`src/rtl/core/pid_controller_step_top_assert.svh`:
```
// Assertion macros shared by the PID controller RTL.
// Included by every module that carries concurrent checks; no other dependencies.
`ifndef PID_CONTROLLER_STEP_TOP_ASSERT_SVH
`define PID_CONTROLLER_STEP_TOP_ASSERT_SVH

// Same-cycle implication, disabled while reset is asserted.
`define PCS_ASSERT_NOW(lbl, clk, rst_n, ante, cons) \
	lbl: assert property (@(posedge clk) disable iff (!rst_n) (ante) |-> (cons)) \
		else $error("pcs: same-cycle check failed");

// Next-cycle implication, disabled while reset is asserted.
`define PCS_ASSERT_NEXT(lbl, clk, rst_n, ante, cons) \
	lbl: assert property (@(posedge clk) disable iff (!rst_n) (ante) |=> (cons)) \
		else $error("pcs: next-cycle check failed");

`endif

```
`src/rtl/core/pcs_pkg.sv`:
```
// Shared types, constants and width helpers for the PID controller.
// No dependencies; used by every module of the block but pcs_queue.
`default_nettype none

package pcs_pkg;

	// Default parameter values.
	localparam int SAMPLE_WIDTH_DEF   = 16;
	localparam int GAIN_FRAC_BITS_DEF = 8;
	localparam int QUEUE_DEPTH_DEF    = 4;

	// Fixed field widths.
	localparam int TARGET_W   = 16;
	localparam int GAIN_W     = 16;
	localparam int DRIVE_W    = 32;
	localparam int SUM_W      = 32;
	localparam int CFG_INDEX_W = 3;
	localparam int CFG_DATA_W  = 32;

	localparam logic signed [DRIVE_W-1:0] S32_MAX = 32'sh7FFF_FFFF;
	localparam logic signed [DRIVE_W-1:0] S32_MIN = 32'sh8000_0000;

	// Configuration register indexes.
	typedef enum logic [CFG_INDEX_W-1:0] {
		CFG_TARGET = 3'd0,
		CFG_PROP   = 3'd1,
		CFG_INTEG  = 3'd2,
		CFG_DERIV  = 3'd3,
		CFG_BIAS   = 3'd4,
		CFG_FLIP   = 3'd5
	} cfg_reg_t;

	// Item kinds carried on the input tuser.
	typedef enum logic [0:0] {
		OP_SAMPLE = 1'b0,
		OP_CLEAR  = 1'b1
	} op_t;

	// Control flags that travel with each queued item.
	typedef struct packed {
		logic clr;
		logic sum_clip;
	} pcs_tag_t;

	// Gain and bias settings seen by the back end.
	typedef struct packed {
		logic [GAIN_W-1:0]  prop;
		logic [GAIN_W-1:0]  integ;
		logic [GAIN_W-1:0]  deriv;
		logic [DRIVE_W-1:0] bias;
	} pcs_gains_t;

	// Width of the error: wide enough for the difference of sample and target.
	function automatic int err_width(input int sample_w);
		return ((sample_w > TARGET_W) ? sample_w : TARGET_W) + 1;
	endfunction

endpackage

`default_nettype wire

```
`src/rtl/core/pcs_front.sv`:
```
// Front end of the PID controller: accepts items, forms the error and keeps
// the loop state (saturating error sum, previous error). Depends on pcs_pkg.
`default_nettype none

module pcs_front #(
	parameter int SAMPLE_WIDTH = pcs_pkg::SAMPLE_WIDTH_DEF,
	localparam int ERR_W  = pcs_pkg::err_width(SAMPLE_WIDTH),
	localparam int DIFF_W = ERR_W + 1
) (
	input  logic                                  clk,
	input  logic                                  arst_n,
	input  logic                                  in_valid,
	output logic                                  in_ready,
	input  logic                                  in_op,
	input  logic signed [SAMPLE_WIDTH-1:0]        measured,
	input  logic signed [pcs_pkg::TARGET_W-1:0]   target_value,
	input  logic                                  flip_sign,
	output logic                                  push_valid,
	input  logic                                  push_ready,
	output pcs_pkg::pcs_tag_t                     push_tag,
	output logic signed [ERR_W-1:0]               push_err,
	output logic signed [DIFF_W-1:0]              push_diff,
	output logic signed [pcs_pkg::SUM_W-1:0]      push_sum
);

	localparam int SUM_RAW_W = ((ERR_W > pcs_pkg::SUM_W) ? ERR_W : pcs_pkg::SUM_W) + 1;

	logic signed [pcs_pkg::SUM_W-1:0] error_sum_q;
	logic signed [ERR_W-1:0]          last_error_q;

	logic signed [ERR_W-1:0]     meas_ext;
	logic signed [ERR_W-1:0]     tgt_ext;
	logic signed [ERR_W-1:0]     err_d;
	logic signed [SUM_RAW_W-1:0] sum_raw;
	logic                        sum_clip;
	logic signed [pcs_pkg::SUM_W-1:0] sum_d;
	logic                        is_clear;
	logic                        accept;

	assign is_clear   = (in_op == pcs_pkg::OP_CLEAR);
	assign in_ready   = push_ready;
	assign push_valid = in_valid;
	assign accept     = in_valid && push_ready;

	// Error and the saturating error sum.
	always_comb begin
		meas_ext = ERR_W'(measured);
		tgt_ext  = ERR_W'(target_value);
		err_d    = flip_sign ? (meas_ext - tgt_ext) : (tgt_ext - meas_ext);
		sum_raw  = SUM_RAW_W'(error_sum_q) + SUM_RAW_W'(err_d);
		sum_clip = !((&sum_raw[SUM_RAW_W-1:pcs_pkg::SUM_W-1]) ||
			(~|sum_raw[SUM_RAW_W-1:pcs_pkg::SUM_W-1]));
		if (sum_clip) begin
			sum_d = sum_raw[SUM_RAW_W-1] ? pcs_pkg::S32_MIN : pcs_pkg::S32_MAX;
		end else begin
			sum_d = sum_raw[pcs_pkg::SUM_W-1:0];
		end
	end

	// Record handed to the queue.
	always_comb begin
		push_tag.clr      = is_clear;
		push_tag.sum_clip = sum_clip && !is_clear;
		push_err          = err_d;
		push_diff         = DIFF_W'(err_d) - DIFF_W'(last_error_q);
		push_sum          = sum_d;
	end

	// Loop state is updated on each transfer; a clear item zeroes it.
	always_ff @(posedge clk or negedge arst_n) begin
		if (!arst_n) begin
			error_sum_q  <= '0;
			last_error_q <= '0;
		end else if (accept) begin
			if (is_clear) begin
				error_sum_q  <= '0;
				last_error_q <= '0;
			end else begin
				error_sum_q  <= sum_d;
				last_error_q <= err_d;
			end
		end
	end

endmodule

`default_nettype wire

```
`src/rtl/core/pcs_queue.sv`:
```
// Short first-in first-out queue between the front and back ends.
// Depends on the assertion macro header only.
`default_nettype none
`include "pid_controller_step_top_assert.svh"

module pcs_queue #(
	parameter int WIDTH = 8,
	parameter int DEPTH = 4
) (
	input  logic             clk,
	input  logic             arst_n,
	input  logic             push_valid,
	output logic             push_ready,
	input  logic [WIDTH-1:0] push_data,
	output logic             pop_valid,
	input  logic             pop_ready,
	output logic [WIDTH-1:0] pop_data
);

	localparam int PTR_W = $clog2(DEPTH);
	localparam int CNT_W = $clog2(DEPTH + 1);

	logic [WIDTH-1:0] slot_q [DEPTH];
	logic [PTR_W-1:0] wr_ptr_q;
	logic [PTR_W-1:0] rd_ptr_q;
	logic [CNT_W-1:0] count_q;
	logic             push;
	logic             pop;

	assign push_ready = (count_q != CNT_W'(DEPTH));
	assign pop_valid  = (count_q != '0);
	assign push       = push_valid && push_ready;
	assign pop        = pop_valid && pop_ready;
	assign pop_data   = slot_q[rd_ptr_q];

	// Entry storage.
	always_ff @(posedge clk) begin
		if (push) begin
			slot_q[wr_ptr_q] <= push_data;
		end
	end

	// Pointers and fill count.
	always_ff @(posedge clk or negedge arst_n) begin
		if (!arst_n) begin
			wr_ptr_q <= '0;
			rd_ptr_q <= '0;
			count_q  <= '0;
		end else begin
			if (push) begin
				wr_ptr_q <= (wr_ptr_q == PTR_W'(DEPTH - 1)) ? '0 : wr_ptr_q + 1'b1;
			end
			if (pop) begin
				rd_ptr_q <= (rd_ptr_q == PTR_W'(DEPTH - 1)) ? '0 : rd_ptr_q + 1'b1;
			end
			if (push && !pop) begin
				count_q <= count_q + 1'b1;
			end else if (pop && !push) begin
				count_q <= count_q - 1'b1;
			end
		end
	end

	`PCS_ASSERT_NOW(a_count_bound, clk, arst_n, 1'b1, count_q <= CNT_W'(DEPTH))
	`PCS_ASSERT_NEXT(a_count_up, clk, arst_n, push && !pop, count_q == CNT_W'($past(count_q) + 1'b1))
	`PCS_ASSERT_NEXT(a_count_down, clk, arst_n, pop && !push, count_q == CNT_W'($past(count_q) - 1'b1))

endmodule

`default_nettype wire

```
`src/rtl/core/pcs_back.sv`:
```
// Back end of the PID controller: three-stage pipeline of gain products,
// their sum, then scaling, bias and output saturation. Depends on pcs_pkg.
`default_nettype none
`include "pid_controller_step_top_assert.svh"

module pcs_back #(
	parameter int SAMPLE_WIDTH   = pcs_pkg::SAMPLE_WIDTH_DEF,
	parameter int GAIN_FRAC_BITS = pcs_pkg::GAIN_FRAC_BITS_DEF,
	localparam int ERR_W  = pcs_pkg::err_width(SAMPLE_WIDTH),
	localparam int DIFF_W = ERR_W + 1
) (
	input  logic                                 clk,
	input  logic                                 arst_n,
	input  pcs_pkg::pcs_gains_t                  gains,
	input  logic                                 pop_valid,
	output logic                                 pop_ready,
	input  pcs_pkg::pcs_tag_t                    pop_tag,
	input  logic signed [ERR_W-1:0]              pop_err,
	input  logic signed [DIFF_W-1:0]             pop_diff,
	input  logic signed [pcs_pkg::SUM_W-1:0]     pop_sum,
	output logic                                 out_valid,
	input  logic                                 out_ready,
	output logic signed [pcs_pkg::DRIVE_W-1:0]   drive,
	output logic                                 saturated
);

	localparam int PP_W = pcs_pkg::GAIN_W + ERR_W;
	localparam int PI_W = pcs_pkg::GAIN_W + pcs_pkg::SUM_W;
	localparam int PD_W = pcs_pkg::GAIN_W + DIFF_W;
	localparam int ACC_W = ((PD_W > PI_W) ? PD_W : PI_W) + 2;
	localparam int Y_W   = ACC_W + 1;

	logic valid_s1;
	logic valid_s2;
	logic valid_s3;
	logic advance1;
	logic advance2;
	logic advance3;

	logic signed [PP_W-1:0]  pp_s1;
	logic signed [PI_W-1:0]  pi_s1;
	logic signed [PD_W-1:0]  pd_s1;
	pcs_pkg::pcs_tag_t       tag_s1;
	logic signed [ACC_W-1:0] acc_s2;
	pcs_pkg::pcs_tag_t       tag_s2;
	logic signed [pcs_pkg::DRIVE_W-1:0] drive_s3;
	logic                    sat_s3;

	logic signed [Y_W-1:0]   y_d;
	logic                    y_clip;
	logic signed [pcs_pkg::DRIVE_W-1:0] drive_d;

	// A stage moves when it is empty or the stage after it moves.
	assign advance3  = !valid_s3 || out_ready;
	assign advance2  = !valid_s2 || advance3;
	assign advance1  = !valid_s1 || advance2;
	assign pop_ready = advance1;

	always_ff @(posedge clk or negedge arst_n) begin
		if (!arst_n) begin
			valid_s1 <= 1'b0;
			valid_s2 <= 1'b0;
			valid_s3 <= 1'b0;
		end else begin
			if (advance1) begin
				valid_s1 <= pop_valid;
			end
			if (advance2) begin
				valid_s2 <= valid_s1;
			end
			if (advance3) begin
				valid_s3 <= valid_s2;
			end
		end
	end

	// Stage 1: the three gain products.
	always_ff @(posedge clk) begin
		if (advance1) begin
			pp_s1  <= PP_W'($signed(gains.prop)) * PP_W'(pop_err);
			pi_s1  <= PI_W'($signed(gains.integ)) * PI_W'(pop_sum);
			pd_s1  <= PD_W'($signed(gains.deriv)) * PD_W'(pop_diff);
			tag_s1 <= pop_tag;
		end
	end

	// Stage 2: exact sum of the products.
	always_ff @(posedge clk) begin
		if (advance2) begin
			acc_s2 <= ACC_W'(pp_s1) + ACC_W'(pi_s1) + ACC_W'(pd_s1);
			tag_s2 <= tag_s1;
		end
	end

	// Scale by the gain fraction (floor), add the bias and clip to 32 bits.
	always_comb begin
		y_d    = Y_W'(acc_s2 >>> GAIN_FRAC_BITS) + Y_W'($signed(gains.bias));
		y_clip = !((&y_d[Y_W-1:pcs_pkg::DRIVE_W-1]) ||
			(~|y_d[Y_W-1:pcs_pkg::DRIVE_W-1]));
		if (y_clip) begin
			drive_d = y_d[Y_W-1] ? pcs_pkg::S32_MIN : pcs_pkg::S32_MAX;
		end else begin
			drive_d = y_d[pcs_pkg::DRIVE_W-1:0];
		end
	end

	// Stage 3: output register; a clear item reports zero.
	always_ff @(posedge clk) begin
		if (advance3) begin
			if (tag_s2.clr) begin
				drive_s3 <= '0;
				sat_s3   <= 1'b0;
			end else begin
				drive_s3 <= drive_d;
				sat_s3   <= y_clip || tag_s2.sum_clip;
			end
		end
	end

	assign out_valid = valid_s3;
	assign drive     = drive_s3;
	assign saturated = sat_s3;

	`PCS_ASSERT_NEXT(a_pop_loads_s1, clk, arst_n, pop_valid && pop_ready, valid_s1)
	`PCS_ASSERT_NEXT(a_s2_holds, clk, arst_n, valid_s2 && !advance2, valid_s2 && $stable(acc_s2))
	`PCS_ASSERT_NEXT(a_clear_zero, clk, arst_n, valid_s2 && tag_s2.clr && advance3, drive_s3 == '0 && !sat_s3)

endmodule

`default_nettype wire

```
`src/rtl/core/pid_controller_step_top.sv`:
```
// Discrete PID controller, top level. A result goes through the queue, then the
// product, sum and output registers of the back end, and is held while the output
// stalls. Throughput: one item per cycle while the output and queue do not stall;
// the error-sum update in the front end is the only loop. Reset clears the
// configuration registers, the error sum, the previous error, the queue and all
// valid flags at once. Depends on pcs_pkg, pcs_front, pcs_queue and pcs_back.
`default_nettype none

module pid_controller_step_top #(
	parameter int SAMPLE_WIDTH   = pcs_pkg::SAMPLE_WIDTH_DEF,
	parameter int GAIN_FRAC_BITS = pcs_pkg::GAIN_FRAC_BITS_DEF,
	parameter int QUEUE_DEPTH    = pcs_pkg::QUEUE_DEPTH_DEF,
	localparam int IN_DATA_W     = ((SAMPLE_WIDTH + 7) / 8) * 8
) (
	input  logic                               clk,
	input  logic                               arst_n,
	// Configuration write port.
	input  logic                               cfg_wr_en,
	input  logic [pcs_pkg::CFG_INDEX_W-1:0]    cfg_index,
	input  logic [pcs_pkg::CFG_DATA_W-1:0]     cfg_data,
	// Input stream.
	input  logic                               s_tvalid,
	output logic                               s_tready,
	input  logic [IN_DATA_W-1:0]               s_tdata,  // [SAMPLE_WIDTH-1:0] measured
	input  logic                               s_tuser,  // [0] operation
	// Output stream.
	output logic                               m_tvalid,
	input  logic                               m_tready,
	output logic [pcs_pkg::DRIVE_W-1:0]        m_tdata,  // [31:0] drive
	output logic                               m_tuser   // [0] saturated
);

	localparam int ERR_W  = pcs_pkg::err_width(SAMPLE_WIDTH);
	localparam int DIFF_W = ERR_W + 1;
	localparam int TAG_W  = $bits(pcs_pkg::pcs_tag_t);
	localparam int Q_W    = TAG_W + ERR_W + DIFF_W + pcs_pkg::SUM_W;

	logic signed [pcs_pkg::TARGET_W-1:0] target_q;
	logic [pcs_pkg::GAIN_W-1:0]          prop_q;
	logic [pcs_pkg::GAIN_W-1:0]          integ_q;
	logic [pcs_pkg::GAIN_W-1:0]          deriv_q;
	logic [pcs_pkg::DRIVE_W-1:0]         bias_q;
	logic                                flip_q;
	pcs_pkg::pcs_gains_t                 gains;

	logic                              push_valid;
	logic                              push_ready;
	pcs_pkg::pcs_tag_t                 push_tag;
	logic signed [ERR_W-1:0]           push_err;
	logic signed [DIFF_W-1:0]          push_diff;
	logic signed [pcs_pkg::SUM_W-1:0]  push_sum;
	logic [Q_W-1:0]                    push_data;

	logic                              pop_valid;
	logic                              pop_ready;
	logic [Q_W-1:0]                    pop_data;
	pcs_pkg::pcs_tag_t                 pop_tag;
	logic signed [ERR_W-1:0]           pop_err;
	logic signed [DIFF_W-1:0]          pop_diff;
	logic signed [pcs_pkg::SUM_W-1:0]  pop_sum;
	logic signed [pcs_pkg::DRIVE_W-1:0] drive;

	// Configuration registers; writes to unused indexes are dropped.
	always_ff @(posedge clk or negedge arst_n) begin
		if (!arst_n) begin
			target_q <= '0;
			prop_q   <= '0;
			integ_q  <= '0;
			deriv_q  <= '0;
			bias_q   <= '0;
			flip_q   <= 1'b0;
		end else if (cfg_wr_en) begin
			unique case (cfg_index)
				pcs_pkg::CFG_TARGET: target_q <= cfg_data[pcs_pkg::TARGET_W-1:0];
				pcs_pkg::CFG_PROP:   prop_q   <= cfg_data[pcs_pkg::GAIN_W-1:0];
				pcs_pkg::CFG_INTEG:  integ_q  <= cfg_data[pcs_pkg::GAIN_W-1:0];
				pcs_pkg::CFG_DERIV:  deriv_q  <= cfg_data[pcs_pkg::GAIN_W-1:0];
				pcs_pkg::CFG_BIAS:   bias_q   <= cfg_data[pcs_pkg::DRIVE_W-1:0];
				pcs_pkg::CFG_FLIP:   flip_q   <= cfg_data[0];
				default: begin
				end
			endcase
		end
	end

	always_comb begin
		gains.prop  = prop_q;
		gains.integ = integ_q;
		gains.deriv = deriv_q;
		gains.bias  = bias_q;
	end

	pcs_front #(
		.SAMPLE_WIDTH (SAMPLE_WIDTH)
	) u_front (
		.clk          (clk),
		.arst_n       (arst_n),
		.in_valid     (s_tvalid),
		.in_ready     (s_tready),
		.in_op        (s_tuser),
		.measured     ($signed(s_tdata[SAMPLE_WIDTH-1:0])),
		.target_value (target_q),
		.flip_sign    (flip_q),
		.push_valid   (push_valid),
		.push_ready   (push_ready),
		.push_tag     (push_tag),
		.push_err     (push_err),
		.push_diff    (push_diff),
		.push_sum     (push_sum)
	);

	// Pack and unpack the queue record.
	assign push_data = {push_tag, push_err, push_diff, push_sum};
	assign pop_sum   = pop_data[pcs_pkg::SUM_W-1:0];
	assign pop_diff  = pop_data[pcs_pkg::SUM_W+DIFF_W-1:pcs_pkg::SUM_W];
	assign pop_err   = pop_data[pcs_pkg::SUM_W+DIFF_W+ERR_W-1:pcs_pkg::SUM_W+DIFF_W];
	assign pop_tag   = pop_data[Q_W-1:Q_W-TAG_W];

	pcs_queue #(
		.WIDTH (Q_W),
		.DEPTH (QUEUE_DEPTH)
	) u_queue (
		.clk        (clk),
		.arst_n     (arst_n),
		.push_valid (push_valid),
		.push_ready (push_ready),
		.push_data  (push_data),
		.pop_valid  (pop_valid),
		.pop_ready  (pop_ready),
		.pop_data   (pop_data)
	);

	pcs_back #(
		.SAMPLE_WIDTH   (SAMPLE_WIDTH),
		.GAIN_FRAC_BITS (GAIN_FRAC_BITS)
	) u_back (
		.clk       (clk),
		.arst_n    (arst_n),
		.gains     (gains),
		.pop_valid (pop_valid),
		.pop_ready (pop_ready),
		.pop_tag   (pop_tag),
		.pop_err   (pop_err),
		.pop_diff  (pop_diff),
		.pop_sum   (pop_sum),
		.out_valid (m_tvalid),
		.out_ready (m_tready),
		.drive     (drive),
		.saturated (m_tuser)
	);

	assign m_tdata = drive;

endmodule

`default_nettype wire
```
`config.mk`:
```
export PLATFORM = sky130hd
export DESIGN_NAME = pid_controller_step_top
export DESIGN_NICKNAME = d
export VERILOG_FILES = /design/src/rtl/core/pcs_pkg.sv /design/src/rtl/core/pcs_front.sv /design/src/rtl/core/pcs_queue.sv /design/src/rtl/core/pcs_back.sv /design/src/rtl/core/pid_controller_step_top.sv
export VERILOG_INCLUDE_DIRS = /design/src /design/src/rtl/core
export SDC_FILE = /design/constraint.sdc
export NUM_CORES = 2
export LEC_CHECK = 0
export ABC_CLOCK_PERIOD_IN_PS = 10000
export BUFFER_PORTS_ARGS = -buffer_cell sky130_fd_sc_hd__buf_2
export CORE_AREA = 4 4 338 340
export DETAILED_ROUTE_END_ITERATION = 12
export DIE_AREA = 0 0 342 344
export PLACE_DENSITY = 0.79
export SYNTH_ARGS = -nofsm -noshare
export SYNTH_HDL_FRONTEND = slang
export SYNTH_SLANG_ARGS = --single-unit
```
`constraint.sdc`:
```
create_clock -name clk -period 10 [get_ports clk]
set_input_delay 1 -clock clk [delete_from_list [all_inputs] [get_ports clk]]
set_output_delay 1 -clock clk [all_outputs]
set_load 0.01 [all_outputs]
```
* Word-level counts from Yosys, hierarchy flattened
Memory sizes are Yosys's and may differ from the RTL's.
Cells that the tools add are included.
** Storage, ports and cells
- Register bits after elaboration :: 358
- Latch bits :: 0
- Bits in writable memories :: 276
- Memory bits (read-only) :: 0
- Input bits :: 57
- Memories kept :: 1
** Memory list
- u_queue.slot_q :: depth 4, width 69, rd ports 1, clocked after memory_dff 0, write ports 1, RTL line pcs_queue.sv:23 : logic [WIDTH-1:0] slot_q [DEPTH];
** Operators by class
- Add/subtract/negate cells :: 11
- Multiply operators :: 3
- Divide/modulo/power cells :: 0
- $lt $le $gt $ge :: 0
- Eq/ne operators :: 8
- Shifts and indexed selects :: 0
- Mux-type cells :: 13
- Bitwise gates (word level) :: 0
- Reduce and logical (&&, ||, !) cells :: 34
** Operators by type and width (count)
- $mux 32 :: 5
- $add 49x34->50 :: 1
- $add 33x48->49 :: 1
- $mul 16x32->48 :: 1
- $add 42x32->43 :: 1
- $mul 16x18->34 :: 1
- $mux 17 :: 2
- $sub 16x16->17 :: 2
- $add 32x17->33 :: 1
- $mul 16x17->33 :: 1
- $reduce_and 20->1 :: 1
- $reduce_or 20->1 :: 1
- $sub 17x17->18 :: 1
- $reduce_and 2->1 :: 7
- $logic_not 1->1 :: 10
- $eq 3x2->1 const B :: 2
- $eq 3x3->1 const B :: 2
- $logic_or 1x1->1 :: 6
- $mux 3 :: 2
- $logic_and 1x1->1 :: 5
- $add 2x1->2 const B :: 2
- $eq 2x2->1 const B :: 2
- $mux 2 :: 2
- $add 3x1->3 const B :: 1
- 8 further kinds :: 9

* Longest topological paths before layout
- Depth in word-level cells :: 8
- Depth in mapped cells :: 29

* Hierarchy
A second synthesis with hierarchy kept.
** Second synthesis, totals
- Cells, all modules :: 6497
- Area total of the unflattened synthesis :: 70234.9 um2
** Modules (own cells, without submodules)
- pcs_back :: times used 1, cells each 5162, area each 49955.4 um2, seq. area each 5900.7 um2
- pcs_queue :: times used 1, cells each 398, area each 10470.0 um2, seq. area each 8463.1 um2
- pcs_front :: times used 1, cells each 727, area each 5997.0 um2, seq. area each 1226.2 um2
- pid_controller_step_top :: times used 1, cells each 210, area each 3812.4 um2, seq. area each 2427.3 um2

* Least setup slack after synthesis
Ideal clock, no wire load.
- Path kind :: reg-to-reg
- From :: register u_queue.rd_ptr_q[0]
- To :: register u_back.pp_s1[32] (data pin)
- Arrival :: 7776 ps
- Slack :: 1964 ps
- Stages on the path, launching flop included :: 27
- Path buffers :: 3
- Path through :: dfrtp_1 -> clkbuf_1 -> buf_1 -> mux4_2 -> clkbuf_1 -> nand2_1 -> inv_1 -> fa_1 -> inv_1 -> fa_1 -> inv_1 -> fa_1 -> fa_1 -> fa_1 -> fa_1 -> ha_1 -> a21o_1 -> a21o_1 -> a21o_1 -> a21oi_1 -> nor2b_1 -> a311o_1 -> a2111oi_0 -> o31ai_1 -> a21o_1 -> a21oi_1 -> xnor2_1
** On the way
- Word-level cells in the longest chain between the ends :: 2
** Ends and longest elaborated chain
- start: declaration :: RTL line pcs_queue.sv:25 : logic [PTR_W-1:0] rd_ptr_q;
- start signal: assignment :: RTL line pcs_queue.sv:54 : rd_ptr_q <= (rd_ptr_q == PTR_W'(DEPTH - 1)) ? '0 : rd_ptr_q + 1'b1;
- $mem_v2 4x69
- $mul 16x17->33 :: RTL line pcs_back.sv:80 : pp_s1 <= PP_W'($signed(gains.prop)) * PP_W'(pop_err);
- end signal: assignment :: RTL line pcs_back.sv:80
- end: declaration :: RTL line pcs_back.sv:40 : logic signed [PP_W-1:0] pp_s1;
No other way between the ends.
A chain may end at the register's enable or synchronous reset.

* Final worst setup path
- From :: register u_queue.rd_ptr_q[1]
- To :: register u_back.pd_s1[33] (data pin)
** On the way
- Word-level cells in the longest chain between the ends :: 2
** Ends and longest elaborated chain
- $mem_v2 4x69
- $mul 16x18->34 :: RTL line pcs_back.sv:82 : pd_s1 <= PD_W'($signed(gains.deriv)) * PD_W'(pop_diff);
- end signal: assignment :: RTL line pcs_back.sv:82
- end: declaration :: RTL line pcs_back.sv:42 : logic signed [PD_W-1:0] pd_s1;
No other way between the ends.

==> impl_summary.log <==
[metrics] post-cts resize count: 0
[metrics] mean instance size in the synthesized netlist: 10.59 µm²
[metrics] via count of the first global-routing pass: approximately 50k
[metrics] placeable core region: 111600 µm²
[metrics] category of the critical setup timing path: register to register
[metrics] final cell area excluding filler cells: 73910 µm²
[metrics] share of cells above drive strength 1: 7.181%
[metrics] CTS tree: done
[metrics] Final min period: just under 9000 ps
[metrics] residual overflow from global routing: 0
[metrics] placed standard-cell area: 71630 µm²
[metrics] Clock H-tree levels: 3
[metrics] initial antenna violation count: 19
[metrics] share of the yosys chip area belonging to registers: about a quarter
[metrics] cell occurring most often along the worst timing path: sky130_fd_sc_hd__fa_1
[metrics] starting utilization of the core area: 62.53%
[metrics] largest net degree at the start of global routing: 66
[metrics] Total Die Area: 117600 µm²
[metrics] EDFF count, synth: 470
[metrics] critical path peak fanout: 38
[metrics] worst-skew pair later-pin latency: between 600 and 700 ps
[metrics] layer with the highest usage after global routing: met2
[metrics] fraction of met3 tracks used by global routing: roughly 8.6%
[metrics] top_reg_cell synth: sky130_fd_sc_hd__edfxtp_1
[metrics] register clock-pin slew on the reported worst setup and hold paths: approximately 60 ps
[metrics] netlist area before placement: around 70000 µm²
[metrics] slowest stage cell on the critical path: sky130_fd_sc_hd__dfrtp_2
[metrics] initial drt markers: 3461
[metrics] Final Worst Setup Slack: 1278 ps
[metrics] total negative slack for setup checks: 0 ps
[metrics] global-route met2 utilization: 51.26%
[metrics] Slowest Stage Delay on Critical Path: 1010 ps
[metrics] number of vias after detailed routing: 47.33k
[metrics] Filler Cell Count: 8128
[metrics] total wire length: 176600 µm
[metrics] cells after synthesis: about 6.6k
[metrics] Syn Nets: 8211
[metrics] final estimated routing congestion in global placement: 0.9424
[metrics] count of warnings emitted by yosys: 0
[metrics] first-pass GRT wire length: 283400 µm
[metrics] total iterations of the first detailed-routing run: 8
[metrics] DP HPWL: 136800 µm
[metrics] number of placement rows: around 120
[metrics] number of max-capacitance violations reported: 0
[metrics] Cell Chain, Critical Path: buf_4 > mux4_2 > nand2b_1 > fa_1 > fa_1 > inv_1 > fa_1 > fa_1 > fa_1 > inv_1 > fa_1 > inv_1 > ha_1 > a21o_1 > a21o_1 > a21oi_1 > nand2_1 > a2111oi_0 > nor2_1 > a211oi_1 > o22ai_1 > a221oi_1 > o21bai_1 > xnor2_1
[metrics] achievable clock frequency: 114.7 MHz
[metrics] vias per cell: 5.825
[metrics] Die Y-Extent: 344 µm
[metrics] number of setup buffers added after CTS: 0
[metrics] status: finished clean
[metrics] fin crit share: about 87%
[metrics] number of port buffers: 91
[metrics] Root Driver: sky130_fd_sc_hd__clkbuf_16
[metrics] # setup viols final: 0
[metrics] Total Nets Final: around 8.2k
[metrics] Area Overhead vs Synth: 5.949%
[metrics] number of design rule violations left after detail routing: 0
[metrics] Post-Route Skew: 27.39 ps
[metrics] Total GRT Usage: 31.28%
[metrics] Ports: 92
[metrics] type of origin of the critical path: register
[metrics] Least-Margin Pin Slew: 1225 ps
[metrics] CTS Buf Count: about 70
[metrics] max-slew violation total from the final report: 0
[metrics] setup repair after global routing missed its margin: false
[metrics] path type of the worst min-delay path: input pin to async pin
[metrics] max_slew headroom: between 15 and 20%
[metrics] Async S/R FF share, synth: 24.92%
[metrics] Critical Path AT: 9090 ps
[metrics] number of hold buffers added after CTS: 0
[metrics] global-route met1 utilization: 39.35%
[metrics] Critical Path Sink Type: register
[metrics] number of distinct library cells after synthesis: 90
[metrics] TritonCTS Sinks: 626
[metrics] maximum buffer depth of the clock tree: 3
[metrics] final antenna-violating net count: 0
[metrics] pre-CTS setup slack: 1468 ps
[metrics] wire length per cell after detailed routing: 21.74 µm
[metrics] number of register bits inferred by synthesis: 626
[metrics] Worst Path Required: 10370 ps
[metrics] die extent in x: between 300 and 400 µm
[metrics] Final Hold Vio Count: 0
[worst max-delay path, delay by kind of cell (launching register included)]
kind                     cells  cell delay, ps
adder cells (fa/ha/maj)      7            3340
AO/OA/AOI/OAI                8            2190
flip-flops                   1            1010
multiplexers                 1             600
buffers and inverters        4             580
AND/OR/NAND/NOR              3             560
XOR/XNOR                     1             130
[cells in the final DEF (no fill, tap or decap), types with 36 or more instances in the layout]
| master | synthesis | final |
|---|---|---|
| sky130_fd_sc_hd__o21bai_1 | 42 | 42 |
| sky130_fd_sc_hd__nor2b_1 | 36 | 36 |
| sky130_fd_sc_hd__dfrtp_1 | 156 | 154 |
| sky130_fd_sc_hd__mux2_2 | 82 | 82 |
| sky130_fd_sc_hd__clkbuf_16 | 0 | 70 |
| sky130_fd_sc_hd__mux4_2 | 69 | 69 |
| sky130_fd_sc_hd__nand2b_1 | 48 | 48 |
| sky130_fd_sc_hd__nor2_1 | 230 | 229 |
| sky130_fd_sc_hd__nand2_1 | 743 | 742 |
| sky130_fd_sc_hd__fa_1 | 1105 | 1105 |
| sky130_fd_sc_hd__a21oi_1 | 201 | 201 |
| sky130_fd_sc_hd__and2_1 | 436 | 436 |
| sky130_fd_sc_hd__buf_2 | 11 | 90 |
| sky130_fd_sc_hd__a21o_1 | 106 | 106 |
| sky130_fd_sc_hd__edfxtp_1 | 470 | 470 |
| sky130_fd_sc_hd__inv_1 | 1286 | 1286 |
| sky130_fd_sc_hd__xor2_1 | 62 | 62 |
| sky130_fd_sc_hd__ha_1 | 461 | 461 |
| sky130_fd_sc_hd__xnor2_1 | 188 | 188 |
| sky130_fd_sc_hd__buf_4 | 0 | 52 |
| sky130_fd_sc_hd__o21ai_0 | 163 | 163 |
[path summary, 6_finish.rpt]
kind | cells past startpoint | to | slack (ps) | startpoint
hold reg to reg | 0 | u_back.tag_s2[1] | 430 | u_back.tag_s1[1]
setup / recovery | 24 | u_back.pd_s1[33] | 1280 | u_queue.rd_ptr_q[1]
setup reg to reg | 24 | u_back.pd_s1[33] | 1280 | u_queue.rd_ptr_q[1]
hold / removal | 1 | u_front.error_sum_q[29] | 360 | arst_n
max in group asynchronous | 2 | deriv_q[3] | 8240 | arst_n
min in group clk | 0 | u_back.tag_s2[1] | 430 | u_back.tag_s1[1]
[registers in the layout (all words and copies together) (netlist names), 2 cells and up]
| register | count |
|---|---|
| u_queue.slot_q | 276 |
| u_back.pi_s1 | 48 |
| u_back.acc_s2 | 42 |
| u_back.pd_s1 | 34 |
| u_back.pp_s1 | 33 |
| bias_q | 32 |
| u_back.drive | 32 |
| u_front.error_sum_q | 32 |
| u_front.last_error_q | 17 |
| deriv_q | 16 |
| integ_q | 16 |
| prop_q | 16 |
| target_q | 16 |
| u_queue.count_q | 3 |
| u_back.tag_s1 | 2 |
| u_back.tag_s2 | 2 |
| u_queue.rd_ptr_q | 2 |
| u_queue.wr_ptr_q | 2 |
[layout make-up]
class / count / area, µm² / area share (%)
antenna: 10 / 25.02 / 0.03386
clock buffer: 88 / 1819 / 2.461
clock inverter: 40 / 439.2 / 0.5942
inverter: 1288 / 4835 / 6.541
multi-input combinational: 4429 / 46030 / 62.27
sequential: 626 / 18020 / 24.38
tap: 1500 / 1877 / 2.539
timing repair buffer: 144 / 872.1 / 1.180
[synthesized netlist by cell type, drive strengths merged, types with 62 or more instances]
library cell  instances  area (µm²)
dfrtp               156        3904
edfxtp              470       14110
xnor2               188        1647
nand2               743        2789
and2                436        2728
nor2                230       863.3
o21ai               184       928.4
xor2                 62       543.0
a21oi               203        1031
inv                1286        4827
mux4                 69        1554
a21o                106       795.8
clkbuf              208       783.3
ha                  461        5768
mux2                 82       923.4
fa                 1105       22120
[kinds of logic (layout without fill, tap and decap cells)]
logic type      after synthesis  in the layout  synth area share [%]
fa+ha+maj                  1581           1581                 40.19
flops                       626            626                 25.83
simple gates               1678           1678                 11.54
mux                         156            156                 3.623
compound gates              764            764                 7.350
xor+xnor                    250            250                 3.139
buf+inv                    1533           1560                 8.336
other cells                   0             10                     0
[metrics by stage]
stage                     hold slack [ps]  util (%)  std cells
final                               355.4     66.25       8125
after global routing                384.1     66.23       8116
after CTS                           352.9     66.22       8115
after detailed placement            406.2     64.20       7987
after global placement              401.8     64.20       7987
after floorplan                     400.3         -       6588
[per-layer routing]
| layer | up-vias | share of wire (%) | wire length [µm] |
|---|---|---|---|
| met3 | 485 | 11 | 18570 |
| met2 | 2142 | 47 | 83110 |
| li1 | 20850 | - | - |
| met1 | 23840 | 37 | 65950 |
| met5 | - | 0.040 | 71 |
| met4 | 12 | 5.1 | 8946 |
Power is left out: the tool's default activity adds up to more than one toggle a clock period on the data nets, which glitch-free logic cannot reach.
